### src/rtl/core/eprt_pkg.sv
// Shared types, constants and register codes for the echo probe reply tracker.
package eprt_pkg;

    // Duplicate bitmap geometry: slots are packed into rows of the seen memory
    localparam int SEEN_SLOTS    = 512;
    localparam int SEEN_ROW_BITS = 16;
    localparam int SEEN_ROWS     = SEEN_SLOTS / SEEN_ROW_BITS;
    localparam int SLOT_W        = $clog2(SEEN_SLOTS);
    localparam int BIT_W         = $clog2(SEEN_ROW_BITS);
    localparam int ROW_W         = $clog2(SEEN_ROWS);

    // Protocol constants
    localparam logic [31:0] ONE_SEC_US     = 32'd1000000;
    localparam logic [16:0] ECHO_HDR_BYTES = 17'd8;
    localparam logic [15:0] STAMP_BYTES    = 16'd4;
    localparam logic [7:0]  MCAST_PREFIX   = 8'hFF;
    localparam int          MAX_TRIP_SHIFT = 19;
    localparam int          MAX_TRIP_HI_W  = 32 - MAX_TRIP_SHIFT;

    // Stream and configuration widths
    localparam int IN_TDATA_W  = 248;
    localparam int OUT_TDATA_W = 312;
    localparam int CFG_INDEX_W = 3;
    localparam int CFG_DATA_W  = 64;

    // Event kinds carried in tuser
    localparam logic FUNC_SEND  = 1'b0;
    localparam logic FUNC_REPLY = 1'b1;

    typedef enum logic [CFG_INDEX_W-1:0] {
        CFG_ECHO_ID      = 3'd0,
        CFG_PAYLOAD_LEN  = 3'd1,
        CFG_PROBE_COUNT  = 3'd2,
        CFG_HOST_ADDR_HI = 3'd3,
        CFG_HOST_ADDR_LO = 3'd4,
        CFG_INTERVAL_US  = 3'd5,
        CFG_TIMEOUT_US   = 3'd6
    } cfg_index_t;

    typedef struct packed {
        logic [15:0] echo_id;
        logic [15:0] payload_len;
        logic [15:0] probe_count;
        logic [63:0] host_addr_hi;
        logic [63:0] host_addr_lo;
        logic [31:0] interval_us;
        logic [31:0] timeout_us;
    } cfg_t;

    localparam cfg_t CFG_RESET = '{
        echo_id:      16'h0053,
        payload_len:  16'd4,
        probe_count:  16'd3,
        host_addr_hi: 64'd0,
        host_addr_lo: 64'd0,
        interval_us:  ONE_SEC_US,
        timeout_us:   ONE_SEC_US
    };

    // Input payload, last member in the lowest bits
    typedef struct packed {
        logic [63:0] src_addr_lo;
        logic [63:0] src_addr_hi;
        logic [31:0] sent_stamp;
        logic [15:0] reply_seq;
        logic [15:0] reply_ident;
        logic        is_echo_reply;
        logic [15:0] msg_size;
        logic [31:0] now_us;
    } in_data_t;

    localparam int IN_DATA_W = $bits(in_data_t);

    // Result payload, last member in the lowest bits
    typedef struct packed {
        logic [63:0] rtt_sum;
        logic [31:0] rtt_max;
        logic [31:0] rtt_min;
        logic [31:0] dup_total;
        logic [31:0] recv_total;
        logic [31:0] sent_total;
        logic [31:0] trip_time_us;
        logic        duplicate;
        logic        accepted;
        logic [31:0] timer_us;
        logic        finish_next;
        logic [15:0] probe_seq;
    } result_t;

    localparam int RESULT_W = $bits(result_t);

    typedef logic [SEEN_ROW_BITS-1:0] row_t;

    // Write-back request into the seen memory
    typedef struct packed {
        logic             en;
        logic [ROW_W-1:0] addr;
        row_t             data;
    } wr_req_t;

endpackage

### src/rtl/core/eprt_seen_map.sv
// Seen-slot memory: row storage, per-row valid bits and write-back forwarding.
module eprt_seen_map (
    input  logic                      clk,
    input  logic                      rst_n,
    input  logic                      rd_en,
    input  logic [eprt_pkg::ROW_W-1:0] rd_addr,
    input  eprt_pkg::wr_req_t         wr,
    output eprt_pkg::row_t            rd_data
);
    import eprt_pkg::*;

    row_t             mem [SEEN_ROWS];
    logic [SEEN_ROWS-1:0] row_valid_reg;
    row_t             rdata_reg;
    logic             rvalid_reg;
    logic [ROW_W-1:0] raddr_reg;
    logic             last_wr_en_reg;
    logic [ROW_W-1:0] last_wr_addr_reg;
    row_t             last_wr_data_reg;

    // Row storage: one write and one registered read per cycle
    always_ff @(posedge clk)
    begin
        if (wr.en)
        begin
            mem[wr.addr] <= wr.data;
        end
        if (rd_en)
        begin
            rdata_reg <= mem[rd_addr];
        end
    end

    // Hold the last write-back for rows read in the same cycle it lands
    always_ff @(posedge clk)
    begin
        if (wr.en)
        begin
            last_wr_addr_reg <= wr.addr;
            last_wr_data_reg <= wr.data;
        end
        if (rd_en)
        begin
            raddr_reg <= rd_addr;
        end
    end

    // Valid bits: a row never written reads as all zero
    always_ff @(posedge clk or negedge rst_n)
    begin
        if (!rst_n)
        begin
            row_valid_reg  <= '0;
            rvalid_reg     <= 1'b0;
            last_wr_en_reg <= 1'b0;
        end
        else
        begin
            if (wr.en)
            begin
                row_valid_reg[wr.addr] <= 1'b1;
                last_wr_en_reg         <= 1'b1;
            end
            if (rd_en)
            begin
                rvalid_reg <= row_valid_reg[rd_addr];
            end
        end
    end

    // Forward the newest write when it hits the row being read
    always_comb
    begin
        if (last_wr_en_reg && (last_wr_addr_reg == raddr_reg))
        begin
            rd_data = last_wr_data_reg;
        end
        else if (rvalid_reg)
        begin
            rd_data = rdata_reg;
        end
        else
        begin
            rd_data = '0;
        end
    end

endmodule

### src/rtl/core/eprt_track.sv
// Session statistics: event decode, reply filter, counters and trip time tracking.
module eprt_track (
    input  logic                       clk,
    input  logic                       rst_n,
    input  logic                       commit,
    input  logic                       func,
    input  eprt_pkg::in_data_t         data,
    input  logic [eprt_pkg::SLOT_W-1:0] slot,
    input  eprt_pkg::cfg_t             cfg,
    input  eprt_pkg::row_t             row,
    output eprt_pkg::wr_req_t          wr,
    output eprt_pkg::result_t          res
);
    import eprt_pkg::*;

    logic [31:0] sent_reg, sent_next;
    logic [31:0] recv_reg, recv_next;
    logic [31:0] dup_reg,  dup_next;
    logic [31:0] min_reg,  min_next;
    logic [31:0] max_reg,  max_next;
    logic [63:0] sum_reg,  sum_next;

    logic [BIT_W-1:0]         bit_sel;
    row_t                     bit_mask;
    logic                     slot_hit;
    logic [32:0]              sent_inc;
    logic                     last_probe;
    logic [MAX_TRIP_HI_W-1:0] max_hi;
    logic [32:0]              wait_prod;
    logic [31:0]              final_wait;
    logic                     host_mcast;
    logic                     same_host;
    logic                     reply_ok;
    logic                     has_stamp;
    logic [31:0]              trip;

    assign bit_sel  = slot[BIT_W-1:0];
    assign bit_mask = row_t'(1) << bit_sel;
    assign slot_hit = row[bit_sel];

    // Final wait after the last probe
    assign sent_inc   = {1'b0, sent_reg} + 33'd1;
    assign last_probe = sent_inc >= {17'd0, cfg.probe_count};
    assign max_hi     = max_reg[31:MAX_TRIP_SHIFT];
    assign wait_prod  = 33'(max_hi) * 33'(ONE_SEC_US);

    always_comb
    begin
        if (recv_reg == 32'd0)
        begin
            final_wait = cfg.timeout_us;
        end
        else if (wait_prod == 33'd0)
        begin
            final_wait = ONE_SEC_US;
        end
        else if (wait_prod[32])
        begin
            final_wait = '1;
        end
        else
        begin
            final_wait = wait_prod[31:0];
        end
    end

    // Reply filter
    assign host_mcast = cfg.host_addr_hi[63:56] == MCAST_PREFIX;
    assign same_host  = (data.src_addr_hi == cfg.host_addr_hi)
                     && (data.src_addr_lo == cfg.host_addr_lo);
    assign reply_ok   = ({1'b0, data.msg_size} >= ({1'b0, cfg.payload_len} + ECHO_HDR_BYTES))
                     && data.is_echo_reply
                     && (data.reply_ident == cfg.echo_id)
                     && (host_mcast || same_host);
    assign has_stamp  = cfg.payload_len >= STAMP_BYTES;
    assign trip       = data.now_us - data.sent_stamp;

    // Next state, write-back row and result for the item in flight
    always_comb
    begin
        sent_next = sent_reg;
        recv_next = recv_reg;
        dup_next  = dup_reg;
        min_next  = min_reg;
        max_next  = max_reg;
        sum_next  = sum_reg;
        wr.en     = 1'b0;
        wr.addr   = slot[SLOT_W-1:BIT_W];
        wr.data   = row;
        res       = '0;

        if (func == FUNC_SEND)
        begin
            wr.en           = commit;
            wr.data         = row & ~bit_mask;
            sent_next       = sent_reg + 32'd1;
            res.probe_seq   = sent_reg[15:0];
            res.finish_next = last_probe;
            res.timer_us    = last_probe ? final_wait : cfg.interval_us;
        end
        else if (reply_ok)
        begin
            res.accepted = 1'b1;
            if (has_stamp)
            begin
                sum_next         = sum_reg + {32'd0, trip};
                min_next         = (trip < min_reg) ? trip : min_reg;
                max_next         = (trip > max_reg) ? trip : max_reg;
                res.trip_time_us = trip;
            end
            if (slot_hit)
            begin
                dup_next      = dup_reg + 32'd1;
                res.duplicate = 1'b1;
            end
            else
            begin
                wr.en     = commit;
                wr.data   = row | bit_mask;
                recv_next = recv_reg + 32'd1;
            end
        end

        res.sent_total = sent_next;
        res.recv_total = recv_next;
        res.dup_total  = dup_next;
        res.rtt_min    = min_next;
        res.rtt_max    = max_next;
        res.rtt_sum    = sum_next;
    end

    // Advance the session state when the item leaves the stage
    always_ff @(posedge clk or negedge rst_n)
    begin
        if (!rst_n)
        begin
            sent_reg <= '0;
            recv_reg <= '0;
            dup_reg  <= '0;
            min_reg  <= '1;
            max_reg  <= '0;
            sum_reg  <= '0;
        end
        else if (commit)
        begin
            sent_reg <= sent_next;
            recv_reg <= recv_next;
            dup_reg  <= dup_next;
            min_reg  <= min_next;
            max_reg  <= max_next;
            sum_reg  <= sum_next;
        end
    end

endmodule

### src/rtl/core/echo_probe_reply_tracker.sv
// Top level: stream ports, configuration registers, pipeline control and output register.
// Path: stage register, then output register. Throughput, unless m_axis stalls a full output:
// one event per cycle; each event does one read-modify-write of a seen-memory row,
// with the previous write-back forwarded so back-to-back hits on one row stay in order.
// Reset: configuration returns to its defaults, counters clear, the minimum trip goes to all
// ones, and per-row valid bits make the whole seen map read as zero at once (no clearing pass).
module echo_probe_reply_tracker (
    input  logic                             clk,
    input  logic                             rst_n,
    input  logic                             s_axis_tvalid,
    output logic                             s_axis_tready,
    // now_us, msg_size, is_echo_reply, reply_ident, reply_seq, sent_stamp,
    // src_addr_hi, src_addr_lo, zero pad
    input  logic [eprt_pkg::IN_TDATA_W-1:0]  s_axis_tdata,
    // func
    input  logic                             s_axis_tuser,
    output logic                             m_axis_tvalid,
    input  logic                             m_axis_tready,
    // probe_seq, finish_next, timer_us, accepted, duplicate, trip_time_us, sent_total,
    // recv_total, dup_total, rtt_min, rtt_max, rtt_sum, zero pad
    output logic [eprt_pkg::OUT_TDATA_W-1:0] m_axis_tdata,
    input  logic                             cfg_valid,
    output logic                             cfg_ready,
    input  logic [eprt_pkg::CFG_INDEX_W-1:0] cfg_index,
    input  logic [eprt_pkg::CFG_DATA_W-1:0]  cfg_data
);
    import eprt_pkg::*;

    cfg_t             cfg_reg;
    logic             s1_valid_reg;
    logic             s1_func_reg;
    in_data_t         s1_data_reg;
    logic [SLOT_W-1:0] s1_slot_reg;
    logic [SLOT_W-1:0] send_slot_reg;
    logic             out_valid_reg;
    result_t          out_reg;

    in_data_t         in_data;
    logic             in_xfer;
    logic             s1_adv;
    logic [SLOT_W-1:0] in_slot;
    row_t             row;
    wr_req_t          wr;
    result_t          res;

    assign in_data = in_data_t'(s_axis_tdata[IN_DATA_W-1:0]);
    assign in_slot = (s_axis_tuser == FUNC_SEND) ? send_slot_reg
                                                 : in_data.reply_seq[SLOT_W-1:0];

    // Handshakes: the stage moves when the output register is free or being emptied
    assign s1_adv        = s1_valid_reg && (!out_valid_reg || m_axis_tready);
    assign s_axis_tready = !s1_valid_reg || s1_adv;
    assign in_xfer       = s_axis_tvalid && s_axis_tready;
    assign cfg_ready     = 1'b1;

    // Configuration registers
    always_ff @(posedge clk or negedge rst_n)
    begin
        if (!rst_n)
        begin
            cfg_reg <= CFG_RESET;
        end
        else if (cfg_valid)
        begin
            unique case (cfg_index_t'(cfg_index))
                CFG_ECHO_ID:      cfg_reg.echo_id      <= cfg_data[15:0];
                CFG_PAYLOAD_LEN:  cfg_reg.payload_len  <= cfg_data[15:0];
                CFG_PROBE_COUNT:  cfg_reg.probe_count  <= cfg_data[15:0];
                CFG_HOST_ADDR_HI: cfg_reg.host_addr_hi <= cfg_data;
                CFG_HOST_ADDR_LO: cfg_reg.host_addr_lo <= cfg_data;
                CFG_INTERVAL_US:  cfg_reg.interval_us  <= cfg_data[31:0];
                CFG_TIMEOUT_US:   cfg_reg.timeout_us   <= cfg_data[31:0];
                default:          cfg_reg              <= cfg_reg;
            endcase
        end
    end

    // Pipeline control: stage valid, send slot pointer, output valid
    always_ff @(posedge clk or negedge rst_n)
    begin
        if (!rst_n)
        begin
            s1_valid_reg  <= 1'b0;
            send_slot_reg <= '0;
            out_valid_reg <= 1'b0;
        end
        else
        begin
            if (in_xfer)
            begin
                s1_valid_reg <= 1'b1;
            end
            else if (s1_adv)
            begin
                s1_valid_reg <= 1'b0;
            end
            if (in_xfer && (s_axis_tuser == FUNC_SEND))
            begin
                send_slot_reg <= send_slot_reg + SLOT_W'(1);
            end
            if (s1_adv)
            begin
                out_valid_reg <= 1'b1;
            end
            else if (m_axis_tready)
            begin
                out_valid_reg <= 1'b0;
            end
        end
    end

    // Capture the accepted item and the finished result
    always_ff @(posedge clk)
    begin
        if (in_xfer)
        begin
            s1_func_reg <= s_axis_tuser;
            s1_data_reg <= in_data;
            s1_slot_reg <= in_slot;
        end
        if (s1_adv)
        begin
            out_reg <= res;
        end
    end

    eprt_seen_map u_seen_map (
        .clk     (clk),
        .rst_n   (rst_n),
        .rd_en   (in_xfer),
        .rd_addr (in_slot[SLOT_W-1:BIT_W]),
        .wr      (wr),
        .rd_data (row)
    );

    eprt_track u_track (
        .clk    (clk),
        .rst_n  (rst_n),
        .commit (s1_adv),
        .func   (s1_func_reg),
        .data   (s1_data_reg),
        .slot   (s1_slot_reg),
        .cfg    (cfg_reg),
        .row    (row),
        .wr     (wr),
        .res    (res)
    );

    assign m_axis_tvalid = out_valid_reg;
    assign m_axis_tdata  = {{(OUT_TDATA_W - RESULT_W){1'b0}}, out_reg};

    // A blocked stage keeps its item
    assert property (@(posedge clk) disable iff (!rst_n)
        (s1_valid_reg && out_valid_reg && !m_axis_tready)
            |=> (s1_valid_reg && $stable(s1_data_reg) && $stable(s1_slot_reg)))
        else $error("stalled stage lost its item");

    // A finished item always lands in the output register
    assert property (@(posedge clk) disable iff (!rst_n)
        s1_adv |=> out_valid_reg)
        else $error("committed item did not reach the output");

    // Input back-pressure only when both stages are full and the output stalls
    assert property (@(posedge clk) disable iff (!rst_n)
        !s_axis_tready |-> (s1_valid_reg && out_valid_reg && !m_axis_tready))
        else $error("input stalled without cause");

    // A duplicate mark only on an accepted reply
    assert property (@(posedge clk) disable iff (!rst_n)
        (out_valid_reg && out_reg.duplicate) |-> out_reg.accepted)
        else $error("duplicate flagged on a rejected reply");

endmodule

### config.mk
export PLATFORM = sky130hd
export DESIGN_NAME = echo_probe_reply_tracker
export DESIGN_NICKNAME = d
export VERILOG_FILES = /design/src/rtl/core/eprt_pkg.sv /design/src/rtl/core/eprt_seen_map.sv /design/src/rtl/core/eprt_track.sv /design/src/rtl/core/echo_probe_reply_tracker.sv
export SDC_FILE = /design/constraint.sdc
export NUM_CORES = 2
export LEC_CHECK = 0
export BUFFER_PORTS_ARGS = -buffer_cell sky130_fd_sc_hd__buf_2
export CAP_MARGIN = 20
export CORE_MARGIN = 4
export CORE_UTILIZATION = 53
export CTS_BUF_LIST = sky130_fd_sc_hd__clkbuf_8
export CTS_CLUSTER_SIZE = 24
export DETAILED_ROUTE_END_ITERATION = 8
export GPL_TIMING_DRIVEN = 0
export PLACE_DENSITY = 0.72
export SYNTH_ARGS = -nofsm -noshare
export SYNTH_HDL_FRONTEND = slang
export SYNTH_SLANG_ARGS = --single-unit
### constraint.sdc
create_clock -name clk -period 12.8 [get_ports clk]
set_input_delay 1.28 -clock clk [delete_from_list [all_inputs] [get_ports clk]]
set_output_delay 1.28 -clock clk [all_outputs]
set_load 0.1 [all_outputs]
==> results by group <==
Floorplanning
  • DIE AREA: 147000 um2
  • Total I/O pin count: 636
  • Core area: between 100000 and 150000 um2
  • Die height: between 300 and 400 um
  • Starting Density: roughly 53%
  • Die X: 383 um
  • Num rows: approximately 140

Routing
  • DR vias/cell: 5.82
  • Final WL: 227000 um
  • DRC Markers: 0
  • Average wire per standard cell: about 25 um
  • DR pass1 iterations: 6
  • Iter 0 DRT Violations: 5608
  • Antenna Nets Post-Route: 0
  • Routed via count: 53600

Place
  • GPL Wtd Cong: between 0.9 and 1
  • IO buf count: 613
  • DP Wirelength: 167000 um
  • Placement Cell Area: 81400 um2

Worst setup path
  • CP max-delay cell: o41ai_1
  • Reg2Reg Setup Slack: ~5.3 ns
  • Reg2reg start: s1_data_reg[0]
  • CP Capture Type: flip-flop
  • CP peak stage delay: 0.55 ns
  • Delay-heaviest family, CP: compound AO/OA/AOI/OAI gates
  • Crit path required time: roughly 14 ns
  • CP Launch Type: flip-flop
  • Worst Setup Path Type: reg -> reg
  • Most common cell on crit path: a21o_1
  • Worst Setup SP: s1_data_reg[0]
  • CP Max Fanout: 10
  • Crit path buffers/inverters: 6
  • CP arrival: 8.25 ns

Hold path
  • Hold WC Path Type: in -> async

Global route
  • First-pass GRT wire length: 332000 um
  • Global-route usage over all layers: 30.3%
  • Largest net degree at the start of global routing: 124
  • Initial antenna violation count: 45
  • Remaining Overflow, GRT: 0
  • Vias in the first global route: 52200

Timing
  • Fmax: 0.133 GHz
  • Tmin final: 7.50 ns
  • Setup total negative slack: 0 ns
  • Max_slew headroom: 20.3%
  • Least-Margin Pin Slew: 1.20 ns
  • Fin. Hold Viols: 0
  • RSZ-0062 raised after global routing: no
  • Final worst-path cycle share: between 50% and 60%
  • # setup viols final: 0
  • Max-slew violations: 0
  • Setup Skew: 0.0890 ns

Finish
  • Design area: 86700 um2
  • Layout cell share with drive strength beyond 1: 20.8%
  • Largest register FFs: around 500
  • Final #Nets: between 7000 and 8000
  • Commonest non-fill, non-tap cell in the layout: edfxtp_1
  • Most frequent cells in the layout: edfxtp_1 (1091), nand2_1 (872), buf_2 (652)
  • Layout area overhead: 16.2%
  • Core Util, Final: 62.1%

Yosys
  • Synth Cell Area: ~75000 um2
  • Async SR Flop Fraction: between 30% and 40%
  • Post-synth EDFFs: 1091
  • Post-synthesis cell type count: 86
  • Warnings, synthesis: 0
  • Sequential share of the synthesized area: 61.1%
  • Cell count after synthesis: 6137
  • Post-synth top flop: edfxtp_1
  • Syn avg cell area: approximately 12 um2
  • Flops & latches, synth: 1600

Outcome
  • Status: completed

CTS
  • Clock Pin Slew Worst Setup and Hold Paths: 0.05 ns
  • CTS resizes: 0
  • Max H-tree Level: 5
  • CTS tree: built
  • CTS Root Cell: clkbuf_8
  • Hold Buf Count CTS: 0
  • Clock tree buffer depth: 4
  • Post-CTS setup buffer count: 0
  • Sink Count: 1600
  • Num CTS Buffers: 283
  • Clock Latency Late Sink: 1.01 ns

Pwr
  • Maximum VDD drop: 0.109 mV
  • Power Density: 153 nW/um2
  • Lkg Pwr: 35.9 nW
  • Total power: 13.3 mW

Job
  • Max-cap violations: 0
-- layer usage --
layer  routed length, um  track usage [%]  vias to the layer above  share of wire (%)
li1                    -                -                    24000                  -
met1               90800             40.8                    26400                 40
met2              104000             47.6                     2656                 46
met3               20900             6.57                      556                9.2
met4               11300             13.7                        6                5.0
met5                  40                0                        -              0.018
-- cell families (layout without fill, tap and decap cells) --
group           after synthesis  in the layout  share of synthesized area, %
compound gates              761            761                          6.86
xor+xnor                    506            506                          5.94
fa+ha+maj                   294            294                          5.36
buf+inv                     604           1769                          3.22
flops                      1600           1600                          61.1
mux                         313            313                          4.67
other cells                   2             33                        0.0101
simple gates               2057           2057                          12.9
-- power breakdown --
group,internal [mW],leakage (nW),switching (mW)
registers,6.02,16.4,0.238
clock network,2.40,3.10,2.07
logic,0.781,16.3,1.78
total,9.20,35.9,4.09
-- per-stage QoR --
step / setup slack [ns] / hold WS [ns] / instances
after CTS: 4.89 / 0.135 / 9181
after global placement: -4.65 / 0.428 / 8630
after floorplan: 1.12 / 0.421 / 6141
final: 5.30 / 0.223 / 9209
after detailed placement: 4.95 / 0.427 / 8694
after global routing: 4.85 / 0.171 / 9200
-- area by class of cell --
type | count | area (um2)
fillers | 11000 | 53000
flip-flops and latches | 1600 | 45600
multi-input cells | 3937 | 26900
clock buffers | 328 | 4510
repair buffers | 678 | 4150
well taps | 1876 | 2350
plain buffers | 312 | 1310
inverters | 292 | 1100
clock inverters | 159 | 752
diodes | 27 | 67.6
-- worst paths after layout --
check,to,depth (start not counted)
min in group clk,u_seen_map.last_wr_addr_reg[1],0
max in group asynchronous,cfg_reg[102],4
setup / recovery,m_axis_tdata[284],27
hold reg to reg,u_seen_map.last_wr_addr_reg[1],0
setup reg to reg,m_axis_tdata[284],27
hold / removal,u_track.max_reg[18],1
-- Yosys cell counts (84+ instances only) --
cell      count  area (um2)
nor2_1      250         938
a311oi_1     89         780
a21oi_1     150         751
xor2_1      169        1480
inv_1       291        1090
edfxtp_1   1091       32800
o21ai_0     199         996
nand4_1      99         619
dfrtp_1     456       11400
ha_1        251        3140
nand3_1     418        2090
nor3_1       84         420
xnor2_1     337        2950
a21o_1       84         631
nand2_1     872        3270
clkbuf_1    220         826
and3_1       94         588
mux2_2      282        3180
(Power assumes the default switching activity.)
